### config.mk
export PLATFORM = sky130hd
export DESIGN_NAME = line_rasterizer_clipped
export DESIGN_NICKNAME = d
export VERILOG_FILES = /design/src/rtl/lrc_pkg.sv /design/src/rtl/line_rasterizer_clipped.sv /design/src/rtl/lrc_front.sv /design/src/rtl/lrc_queue.sv /design/src/rtl/lrc_back.sv
export SDC_FILE = /design/constraint.sdc
export NUM_CORES = 1
export LEC_CHECK = 0
export ABC_AREA = 0
export BUFFER_PORTS_ARGS = -buffer_cell sky130_fd_sc_hd__buf_2
export CELL_PAD_IN_SITES_DETAIL_PLACEMENT = 1
export CELL_PAD_IN_SITES_GLOBAL_PLACEMENT = 1
export CORE_MARGIN = 4
export CORE_UTILIZATION = 40
export DETAILED_ROUTE_END_ITERATION = 12
export GPL_TIMING_DRIVEN = 0
export PLACE_DENSITY = 0.73
export SLEW_MARGIN = 5
export SYNTH_ARGS = -nofsm -noshare
export SYNTH_HDL_FRONTEND = slang
export SYNTH_SLANG_ARGS = --single-unit
export TNS_END_PERCENT = 20
### constraint.sdc
create_clock -name clk -period 7.8 [get_ports clk]
set_input_delay 0.78 -clock clk [delete_from_list [all_inputs] [get_ports clk]]
set_output_delay 0.78 -clock clk [all_outputs]
set_load 0.01 [all_outputs]
### src/rtl/lrc_pkg.sv
// Shared constants and types for the clipped line rasterizer.
// Has no dependencies; every other rtl file imports it.
package lrc_pkg;

  localparam int WIN_BITS     = 12;
  localparam int COLOR_BITS   = 32;
  localparam int CFG_IDX_BITS = 2;
  localparam int QUEUE_DEPTH  = 2;

  localparam logic [CFG_IDX_BITS-1:0] REG_WIN_W = CFG_IDX_BITS'(0);
  localparam logic [CFG_IDX_BITS-1:0] REG_WIN_H = CFG_IDX_BITS'(1);

  localparam logic [WIN_BITS-1:0] WIN_W_RESET = WIN_BITS'(640);
  localparam logic [WIN_BITS-1:0] WIN_H_RESET = WIN_BITS'(480);

  localparam logic MODE_LOAD = 1'b0;

  typedef struct packed {
    logic [WIN_BITS-1:0] width;
    logic [WIN_BITS-1:0] height;
  } win_cfg_t;

endpackage

### src/rtl/line_rasterizer_clipped.sv
// Clipped Bresenham line rasterizer, top level.
//
// Usage: configure the window width (index 0) and the window height (index 1)
// through cfg_write / cfg_index / cfg_data while the block is idle. Items enter
// on the input channel (in_valid / in_stall); mode 0 loads a line (start, end,
// color) and gives no result, mode 1 asks for the next pixel of the current line.
// Each step of an active line returns one result on the output channel
// (out_valid / out_stall): a drawn pixel, or a drawn = 0 end marker when the
// line leaves the window. last marks the final result of a line. Steps while
// no line is active, and loads of zero-length lines, give nothing.
//
// A step's result is registered: the item is written into the two-entry queue
// and is stepped from there into the output register once the output is free.
// The single add, compare and subtract on the error term lets the stepper take
// one item per cycle while the output is not stalled, so a pixel can leave every
// cycle. When the receiver stalls, the result holds and the queue absorbs up to
// two more items before in_stall rises. Reset clears the queue, the output valid
// flag and the active line, and sets the window to 640 by 480.
module line_rasterizer_clipped #(
  parameter int COORD_BITS = 13
) (
  input  logic                                  clk,
  input  logic                                  rst,
  input  logic                                  cfg_write,
  input  logic        [lrc_pkg::CFG_IDX_BITS-1:0] cfg_index,
  input  logic        [lrc_pkg::WIN_BITS-1:0]   cfg_data,
  input  logic                                  in_valid,
  output logic                                  in_stall,
  input  logic                                  mode,
  input  logic signed [COORD_BITS-1:0]          start_x,
  input  logic signed [COORD_BITS-1:0]          start_y,
  input  logic signed [COORD_BITS-1:0]          end_x,
  input  logic signed [COORD_BITS-1:0]          end_y,
  input  logic        [lrc_pkg::COLOR_BITS-1:0] line_color,
  output logic                                  out_valid,
  input  logic                                  out_stall,
  output logic signed [COORD_BITS:0]            pixel_x,
  output logic signed [COORD_BITS:0]            pixel_y,
  output logic        [lrc_pkg::COLOR_BITS-1:0] pixel_color,
  output logic                                  drawn,
  output logic                                  last
);
  import lrc_pkg::*;

  localparam int ENTRY_BITS = 1 + 4 * COORD_BITS + 3 + COLOR_BITS;

  win_cfg_t win;

  logic                         f_load;
  logic        [COORD_BITS-1:0] f_major_len;
  logic        [COORD_BITS-1:0] f_minor_len;
  logic                         f_step_x_neg;
  logic                         f_step_y_neg;
  logic                         f_x_is_major;

  logic [ENTRY_BITS-1:0] wr_data;
  logic [ENTRY_BITS-1:0] rd_data;
  logic                  q_full;
  logic                  q_valid;
  logic                  q_pop;

  logic                         e_load;
  logic signed [COORD_BITS-1:0] e_start_x;
  logic signed [COORD_BITS-1:0] e_start_y;
  logic        [COORD_BITS-1:0] e_major_len;
  logic        [COORD_BITS-1:0] e_minor_len;
  logic                         e_step_x_neg;
  logic                         e_step_y_neg;
  logic                         e_x_is_major;
  logic        [COLOR_BITS-1:0] e_color;

  always_ff @(posedge clk) begin
    if (rst) begin
      win.width  <= WIN_W_RESET;
      win.height <= WIN_H_RESET;
    end else if (cfg_write) begin
      if (cfg_index == REG_WIN_W) begin
        win.width <= cfg_data;
      end else if (cfg_index == REG_WIN_H) begin
        win.height <= cfg_data;
      end
    end
  end

  lrc_front #(.COORD_BITS(COORD_BITS)) u_front (
    .mode       (mode),
    .start_x    (start_x),
    .start_y    (start_y),
    .end_x      (end_x),
    .end_y      (end_y),
    .load       (f_load),
    .major_len  (f_major_len),
    .minor_len  (f_minor_len),
    .step_x_neg (f_step_x_neg),
    .step_y_neg (f_step_y_neg),
    .x_is_major (f_x_is_major)
  );

  assign in_stall = q_full;
  assign wr_data  = {f_load, start_x, start_y, f_major_len, f_minor_len,
                     f_step_x_neg, f_step_y_neg, f_x_is_major, line_color};

  lrc_queue #(.DATA_BITS(ENTRY_BITS)) u_queue (
    .clk       (clk),
    .rst       (rst),
    .wr_en     (in_valid && !q_full),
    .wr_data   (wr_data),
    .full      (q_full),
    .rd_en     (q_pop),
    .rd_data   (rd_data),
    .not_empty (q_valid)
  );

  assign {e_load, e_start_x, e_start_y, e_major_len, e_minor_len,
          e_step_x_neg, e_step_y_neg, e_x_is_major, e_color} = rd_data;

  lrc_back #(.COORD_BITS(COORD_BITS)) u_back (
    .clk          (clk),
    .rst          (rst),
    .win          (win),
    .q_valid      (q_valid),
    .q_pop        (q_pop),
    .e_load       (e_load),
    .e_start_x    (e_start_x),
    .e_start_y    (e_start_y),
    .e_major_len  (e_major_len),
    .e_minor_len  (e_minor_len),
    .e_step_x_neg (e_step_x_neg),
    .e_step_y_neg (e_step_y_neg),
    .e_x_is_major (e_x_is_major),
    .e_color      (e_color),
    .out_valid    (out_valid),
    .out_stall    (out_stall),
    .pixel_x      (pixel_x),
    .pixel_y      (pixel_y),
    .pixel_color  (pixel_color),
    .drawn        (drawn),
    .last         (last)
  );

endmodule

### src/rtl/lrc_front.sv
// Front end of the line rasterizer: classifies an incoming item and, for a load,
// works out the axis lengths, directions and major axis. Uses lrc_pkg.
module lrc_front #(
  parameter int COORD_BITS = 13
) (
  input  logic                         mode,
  input  logic signed [COORD_BITS-1:0] start_x,
  input  logic signed [COORD_BITS-1:0] start_y,
  input  logic signed [COORD_BITS-1:0] end_x,
  input  logic signed [COORD_BITS-1:0] end_y,
  output logic                         load,
  output logic        [COORD_BITS-1:0] major_len,
  output logic        [COORD_BITS-1:0] minor_len,
  output logic                         step_x_neg,
  output logic                         step_y_neg,
  output logic                         x_is_major
);
  import lrc_pkg::*;

  localparam int DIFF_BITS = COORD_BITS + 1;

  logic signed [DIFF_BITS-1:0] dx;
  logic signed [DIFF_BITS-1:0] dy;
  logic        [DIFF_BITS-1:0] dx_mag;
  logic        [DIFF_BITS-1:0] dy_mag;
  logic        [COORD_BITS-1:0] adx;
  logic        [COORD_BITS-1:0] ady;

  always_comb begin
    dx = {end_x[COORD_BITS-1], end_x} - {start_x[COORD_BITS-1], start_x};
    dy = {end_y[COORD_BITS-1], end_y} - {start_y[COORD_BITS-1], start_y};
    dx_mag = dx[DIFF_BITS-1] ? -dx : dx;
    dy_mag = dy[DIFF_BITS-1] ? -dy : dy;
    // The magnitude of a difference of two in-range coordinates fits COORD_BITS.
    adx = dx_mag[COORD_BITS-1:0];
    ady = dy_mag[COORD_BITS-1:0];

    load       = (mode == MODE_LOAD);
    // A zero delta counts as a negative direction.
    step_x_neg = dx[DIFF_BITS-1] || (dx == '0);
    step_y_neg = dy[DIFF_BITS-1] || (dy == '0);
    x_is_major = adx > ady;
    major_len  = x_is_major ? adx : ady;
    minor_len  = x_is_major ? ady : adx;
  end

endmodule

### src/rtl/lrc_queue.sv
// Two-entry queue between the front end and the stepper of the line rasterizer.
// Uses lrc_pkg for its depth.
module lrc_queue #(
  parameter int DATA_BITS = 8
) (
  input  logic                 clk,
  input  logic                 rst,
  input  logic                 wr_en,
  input  logic [DATA_BITS-1:0] wr_data,
  output logic                 full,
  input  logic                 rd_en,
  output logic [DATA_BITS-1:0] rd_data,
  output logic                 not_empty
);
  import lrc_pkg::*;

  localparam int PTR_BITS = $clog2(QUEUE_DEPTH);
  localparam int CNT_BITS = $clog2(QUEUE_DEPTH + 1);

  logic [DATA_BITS-1:0] mem [QUEUE_DEPTH];
  logic [PTR_BITS-1:0]  wr_ptr;
  logic [PTR_BITS-1:0]  rd_ptr;
  logic [CNT_BITS-1:0]  count;

  assign full      = (count == CNT_BITS'(QUEUE_DEPTH));
  assign not_empty = (count != '0);
  assign rd_data   = mem[rd_ptr];

  always_ff @(posedge clk) begin
    if (wr_en) begin
      mem[wr_ptr] <= wr_data;
    end
  end

  always_ff @(posedge clk) begin
    if (rst) begin
      wr_ptr <= '0;
      rd_ptr <= '0;
      count  <= '0;
    end else begin
      if (wr_en) begin
        wr_ptr <= (wr_ptr == PTR_BITS'(QUEUE_DEPTH - 1)) ? '0 : wr_ptr + 1'b1;
      end
      if (rd_en) begin
        rd_ptr <= (rd_ptr == PTR_BITS'(QUEUE_DEPTH - 1)) ? '0 : rd_ptr + 1'b1;
      end
      if (wr_en && !rd_en) begin
        count <= count + 1'b1;
      end else if (!wr_en && rd_en) begin
        count <= count - 1'b1;
      end
    end
  end

endmodule

### src/rtl/lrc_back.sv
// Stepper of the line rasterizer: runs the Bresenham walk, tests the window and
// holds the result in an output register. Uses lrc_pkg.
module lrc_back #(
  parameter int COORD_BITS = 13
) (
  input  logic                                  clk,
  input  logic                                  rst,
  input  lrc_pkg::win_cfg_t                     win,
  input  logic                                  q_valid,
  output logic                                  q_pop,
  input  logic                                  e_load,
  input  logic signed [COORD_BITS-1:0]          e_start_x,
  input  logic signed [COORD_BITS-1:0]          e_start_y,
  input  logic        [COORD_BITS-1:0]          e_major_len,
  input  logic        [COORD_BITS-1:0]          e_minor_len,
  input  logic                                  e_step_x_neg,
  input  logic                                  e_step_y_neg,
  input  logic                                  e_x_is_major,
  input  logic        [lrc_pkg::COLOR_BITS-1:0] e_color,
  output logic                                  out_valid,
  input  logic                                  out_stall,
  output logic signed [COORD_BITS:0]            pixel_x,
  output logic signed [COORD_BITS:0]            pixel_y,
  output logic        [lrc_pkg::COLOR_BITS-1:0] pixel_color,
  output logic                                  drawn,
  output logic                                  last
);
  import lrc_pkg::*;

  localparam int POS_BITS = COORD_BITS + 1;
  localparam int ERR_BITS = COORD_BITS + 3;
  localparam int CMP_BITS = (POS_BITS > WIN_BITS + 1) ? POS_BITS : WIN_BITS + 1;

  logic signed [POS_BITS-1:0]   pos_x;
  logic signed [POS_BITS-1:0]   pos_y;
  logic        [ERR_BITS-1:0]   error_term;
  logic        [COORD_BITS-1:0] major_len;
  logic        [COORD_BITS-1:0] minor_len;
  logic        [COORD_BITS-1:0] steps_left;
  logic                         step_x_neg;
  logic                         step_y_neg;
  logic                         x_is_major;
  logic        [COLOR_BITS-1:0] held_color;
  logic                         active;

  logic        [ERR_BITS-1:0]   err_sum;
  logic        [ERR_BITS-1:0]   twice_major;
  logic                         carry;
  logic        [ERR_BITS-1:0]   error_next;
  logic signed [POS_BITS-1:0]   pos_x_next;
  logic signed [POS_BITS-1:0]   pos_y_next;
  logic signed [CMP_BITS-1:0]   x_wide;
  logic signed [CMP_BITS-1:0]   y_wide;
  logic signed [CMP_BITS-1:0]   width_wide;
  logic signed [CMP_BITS-1:0]   height_wide;
  logic                         leave;
  logic        [COORD_BITS-1:0] steps_next;

  assign q_pop = q_valid && (!out_valid || !out_stall);

  always_comb begin
    err_sum     = error_term + {2'b00, minor_len, 1'b0};
    twice_major = {2'b00, major_len, 1'b0};
    carry       = err_sum >= twice_major;
    error_next  = carry ? err_sum - twice_major : err_sum;

    // The major axis moves every step, the minor one only on an error carry.
    pos_x_next = pos_x;
    pos_y_next = pos_y;
    if (x_is_major || carry) begin
      pos_x_next = step_x_neg ? pos_x - POS_BITS'(1) : pos_x + POS_BITS'(1);
    end
    if (!x_is_major || carry) begin
      pos_y_next = step_y_neg ? pos_y - POS_BITS'(1) : pos_y + POS_BITS'(1);
    end

    x_wide      = CMP_BITS'(pos_x_next);
    y_wide      = CMP_BITS'(pos_y_next);
    width_wide  = signed'({{(CMP_BITS - WIN_BITS){1'b0}}, win.width});
    height_wide = signed'({{(CMP_BITS - WIN_BITS){1'b0}}, win.height});

    // Only the side the line is heading toward is tested on each axis.
    leave = (!step_x_neg && (x_wide >= width_wide))  ||
            ( step_x_neg && pos_x_next[POS_BITS-1])  ||
            ( step_y_neg && pos_y_next[POS_BITS-1])  ||
            (!step_y_neg && (y_wide >= height_wide));

    steps_next = steps_left - 1'b1;
  end

  always_ff @(posedge clk) begin
    if (rst) begin
      active    <= 1'b0;
      out_valid <= 1'b0;
    end else if (q_pop) begin
      if (e_load) begin
        pos_x      <= POS_BITS'(e_start_x);
        pos_y      <= POS_BITS'(e_start_y);
        error_term <= ERR_BITS'(e_major_len);
        major_len  <= e_major_len;
        minor_len  <= e_minor_len;
        steps_left <= e_major_len;
        step_x_neg <= e_step_x_neg;
        step_y_neg <= e_step_y_neg;
        x_is_major <= e_x_is_major;
        held_color <= e_color;
        active     <= (e_major_len != '0);
        out_valid  <= 1'b0;
      end else if (active) begin
        pos_x      <= pos_x_next;
        pos_y      <= pos_y_next;
        error_term <= error_next;
        out_valid  <= 1'b1;
        last       <= leave || (steps_next == '0);
        if (leave) begin
          active      <= 1'b0;
          steps_left  <= '0;
          pixel_x     <= '0;
          pixel_y     <= '0;
          pixel_color <= '0;
          drawn       <= 1'b0;
        end else begin
          active      <= (steps_next != '0);
          steps_left  <= steps_next;
          pixel_x     <= pos_x_next;
          pixel_y     <= pos_y_next;
          pixel_color <= held_color;
          drawn       <= 1'b1;
        end
      end else begin
        out_valid <= 1'b0;
      end
    end else if (!out_stall) begin
      out_valid <= 1'b0;
    end
  end

endmodule

==> flow_summary.toml <==
[detailed_routing]
drt-total-wl_mm = 55.7
vias = 14000
ant_nets = 0
via_per_inst = 5.40
drc_errors = 0
drt_iter0_markers = 958
first_pass_iters = 5
wl_per_cell_um = 21.4

[logic_synthesis]
netlist_instances = 1660
yosys_register_bits = 387
syn_avg_cell_area_um2 = 12.0
synth-edff-count = 356
synth_fp_nets = 1888
async_flop_share = 0
yosys_warnings = 0
seq_area_frac_synth = 0.567
syn_area_mm2 = 0.0199
synth_top_flop_cell = "edfxtp_1"
synth.distinct_cells = 72

[timing]
drv_slew = 0
finalCriticalPeriod_ns = 7.39
fmax_mhz = 135
tightest_slew_ns = 0.841
fin_ws_ns = 0.406
rsz0062_at_grt = "false"
hold_violations = 0
clock_skew_ns = 0.0210
period_share = 0.948
setup_viol = 0
holdWs_ns = 0.394
maxSlewHeadroom = 0.435

[placement]
place_ws_ns = -1.04
gp_congestion = 0.861
place_area_mm2 = 0.0219
dpl.hpwl_mm = 42.6
dp.cells = 2514
port_buffers = 166

[floorplan]
dieArea_mm2 = 0.0535
ioPinCount = 168
chipHeight_um = 231
core_mm2 = 0.0492
rows = 81
die_x_um = 231
initial_core_util = 0.406

[clock_network]
cts_made_buffers = 43
cts_sinks = 387
cts_tree = "done"
htreeDepth = 2
cts.clk_slew.worst_paths_ns = 0.07
clock_latency_ns = 0.58
clk_path_buf_depth = 3
cts_root_buffer = "clkbuf_16"

[global_route]
grt_max_degree = 61
grt_usage = 0.206
grt_pass1_wl_mm = 86.3
grt.overflow.total = 0
antenna_found_initial = 2
first_global_vias = 14900

[critical_path]
crit_slowest_cell = "a31oi_1"
critPathArrivalTime_ns = 7.80
timing.reg2reg.setup_slack_ns = 0.41
endpoint_kind = "flop"
critPathMostFrequentCell = "nor2_1"
critPathMaxStageDelay_ns = 0.50
required_ns = 8.21
path_max_fanout = 10
crit_type = "reg -> reg"
critPathLaunchType = "flop"

[final_layout]
seq_area_mm2 = 0.0113
synthToLayoutAreaGrowth_pct = 17.7
stdcell_count = 2599
final_area_mm2 = 0.0235
final_common_cell = "edfxtp_1"
layout_common_cells = "edfxtp_1 (356), buf_2 (167), inv_1 (131), a21oi_1 (126), ha_1 (118)"
n_fill_cell = 5261
fin_nets = 2126
multiInputGateArea_mm2 = 0.00803
drive_above_1_share = 0.185

[power_and_ir_drop]
vdd_drop_max_uv = 157
p_per_area_mw_per_mm2 = 397
p_leak_nw = 9.20

[status]
status = "finished clean"

[hold_path]
hold_path_class = "in -> reg"

[flow_run]
max-cap-violations = 0
cell type report:
type | instances | area share
multi-input combinational | 1090 | 0.342
antenna | 2 | 0.000213
buffer | 49 | 0.00911
tap | 664 | 0.0354
timing repair buffer | 196 | 0.0503
sequential | 387 | 0.482
inverter | 131 | 0.0209
clock buffer | 55 | 0.0486
clock inverter | 25 | 0.0120
power breakdown:
part	internal (W)	switching (W)
Combinational	0.00156	0.00261
Sequential	0.00293	0.000139
Clock	0.00124	0.000837
Total	0.00573	0.00359
stage by stage:
stage          TNS [ns]  total power, W  utilization
2_1_floorplan         0         0.00588            -
3_5_place_dp     -60.94         0.00715        0.446
4_1_cts               0         0.00934        0.477
3_3_place_gp    -392.46         0.00695        0.440
5_1_grt               0         0.00992        0.478
6_report              0         0.00932        0.478
repair_timing:
item	4_1_cts	5_1_grt
hold buffers	0	0
endpoints found under the setup margin	76	76
resized for setup	12	7
pin swaps	2	1
setup buffers	4	2
flip-flops by register name, summed over array words and instances, names as in the netlist, 2 cells and up, named ones only:
| signal | flops |
|---|---|
| u_back.pixel_y | 14 |
| win | 24 |
| u_queue.mem | 176 |
| u_back.error_term | 16 |
| u_back.pos_y | 14 |
| u_back.major_len | 13 |
| u_back.pixel_color | 32 |
| u_back.pixel_x | 14 |
| u_back.held_color | 32 |
| u_back.pos_x | 14 |
| u_back.minor_len | 13 |
| u_back.steps_left | 13 |
| u_queue.count | 2 |
layer usage:
layer	share of wire	global-route usage	up-vias
li1	-	-	6581
met3	0.052	0.0345	93
met4	0.028	0.0600	0
met5	0	0	-
met1	0.43	0.274	7007
met2	0.49	0.349	358
worst max-delay path, delay by kind of cell (launching register included):
family | cells | cell delay, ns
adder cells (fa/ha/maj) | 3 | 0.97
XOR/XNOR | 2 | 0.57
AND/OR/NAND/NOR | 10 | 1.63
flip-flops | 1 | 0.44
AO/OA/AOI/OAI | 13 | 2.99
buffers and inverters | 3 | 0.61
cell families (layout without fill, tap and decap cells):
logic type,count (synthesis),after routing,share of synthesized area
AOI/OAI and AO/OA,342,342,0.112
xor gates and xnor gates,102,102,0.0448
adders and majority gates,124,124,0.0800
buffers and inverters,183,456,0.0354
DFF,387,387,0.567
muxes,120,120,0.0640
other,0,2,0
and+or+nand+nor,402,402,0.0969
cell usage after synthesis, drive strengths merged, types with 5 or more instances:
| library cell | instances | share of area |
|---|---|---|
| nand2 | 115 | 0.022 |
| nor2b | 25 | 0.0078 |
| nand4 | 6 | 0.0019 |
| a31oi | 6 | 0.0019 |
| mux2i | 59 | 0.030 |
| nand2b | 13 | 0.0041 |
| o211ai | 6 | 0.0023 |
| o21bai | 12 | 0.0045 |
| ha | 118 | 0.074 |
| nor3 | 27 | 0.0073 |
| a21oi | 126 | 0.032 |
| a21o | 28 | 0.011 |
| nand3 | 17 | 0.0045 |
| dfxtp | 31 | 0.031 |
| xor2 | 49 | 0.022 |
| nor4 | 8 | 0.0025 |
| or3 | 15 | 0.0050 |
| buf | 6 | 0.0020 |
| edfxtp | 356 | 0.54 |
| o21ai | 57 | 0.014 |
| inv | 131 | 0.025 |
| a211oi | 33 | 0.012 |
| mux2 | 61 | 0.034 |
| xnor2 | 53 | 0.023 |
| clkbuf | 46 | 0.0087 |
| and3 | 42 | 0.013 |
| fa | 6 | 0.0060 |
| nor2 | 114 | 0.022 |
| a211o | 9 | 0.0040 |
| o31ai | 19 | 0.0096 |
| o21a | 10 | 0.0038 |
| and2 | 5 | 0.0016 |
final timing paths:
path | start | to | cells after the start
max | u_back.minor_len[1] | u_back.pixel_y[6] | 31
max reg2reg | u_back.minor_len[1] | u_back.pixel_y[6] | 31
min reg2reg | win[16] | win[16] | 2
min | line_color[27] | u_queue.mem[1][27] | 1
Note: power is estimated with default switching activity, not from simulation.
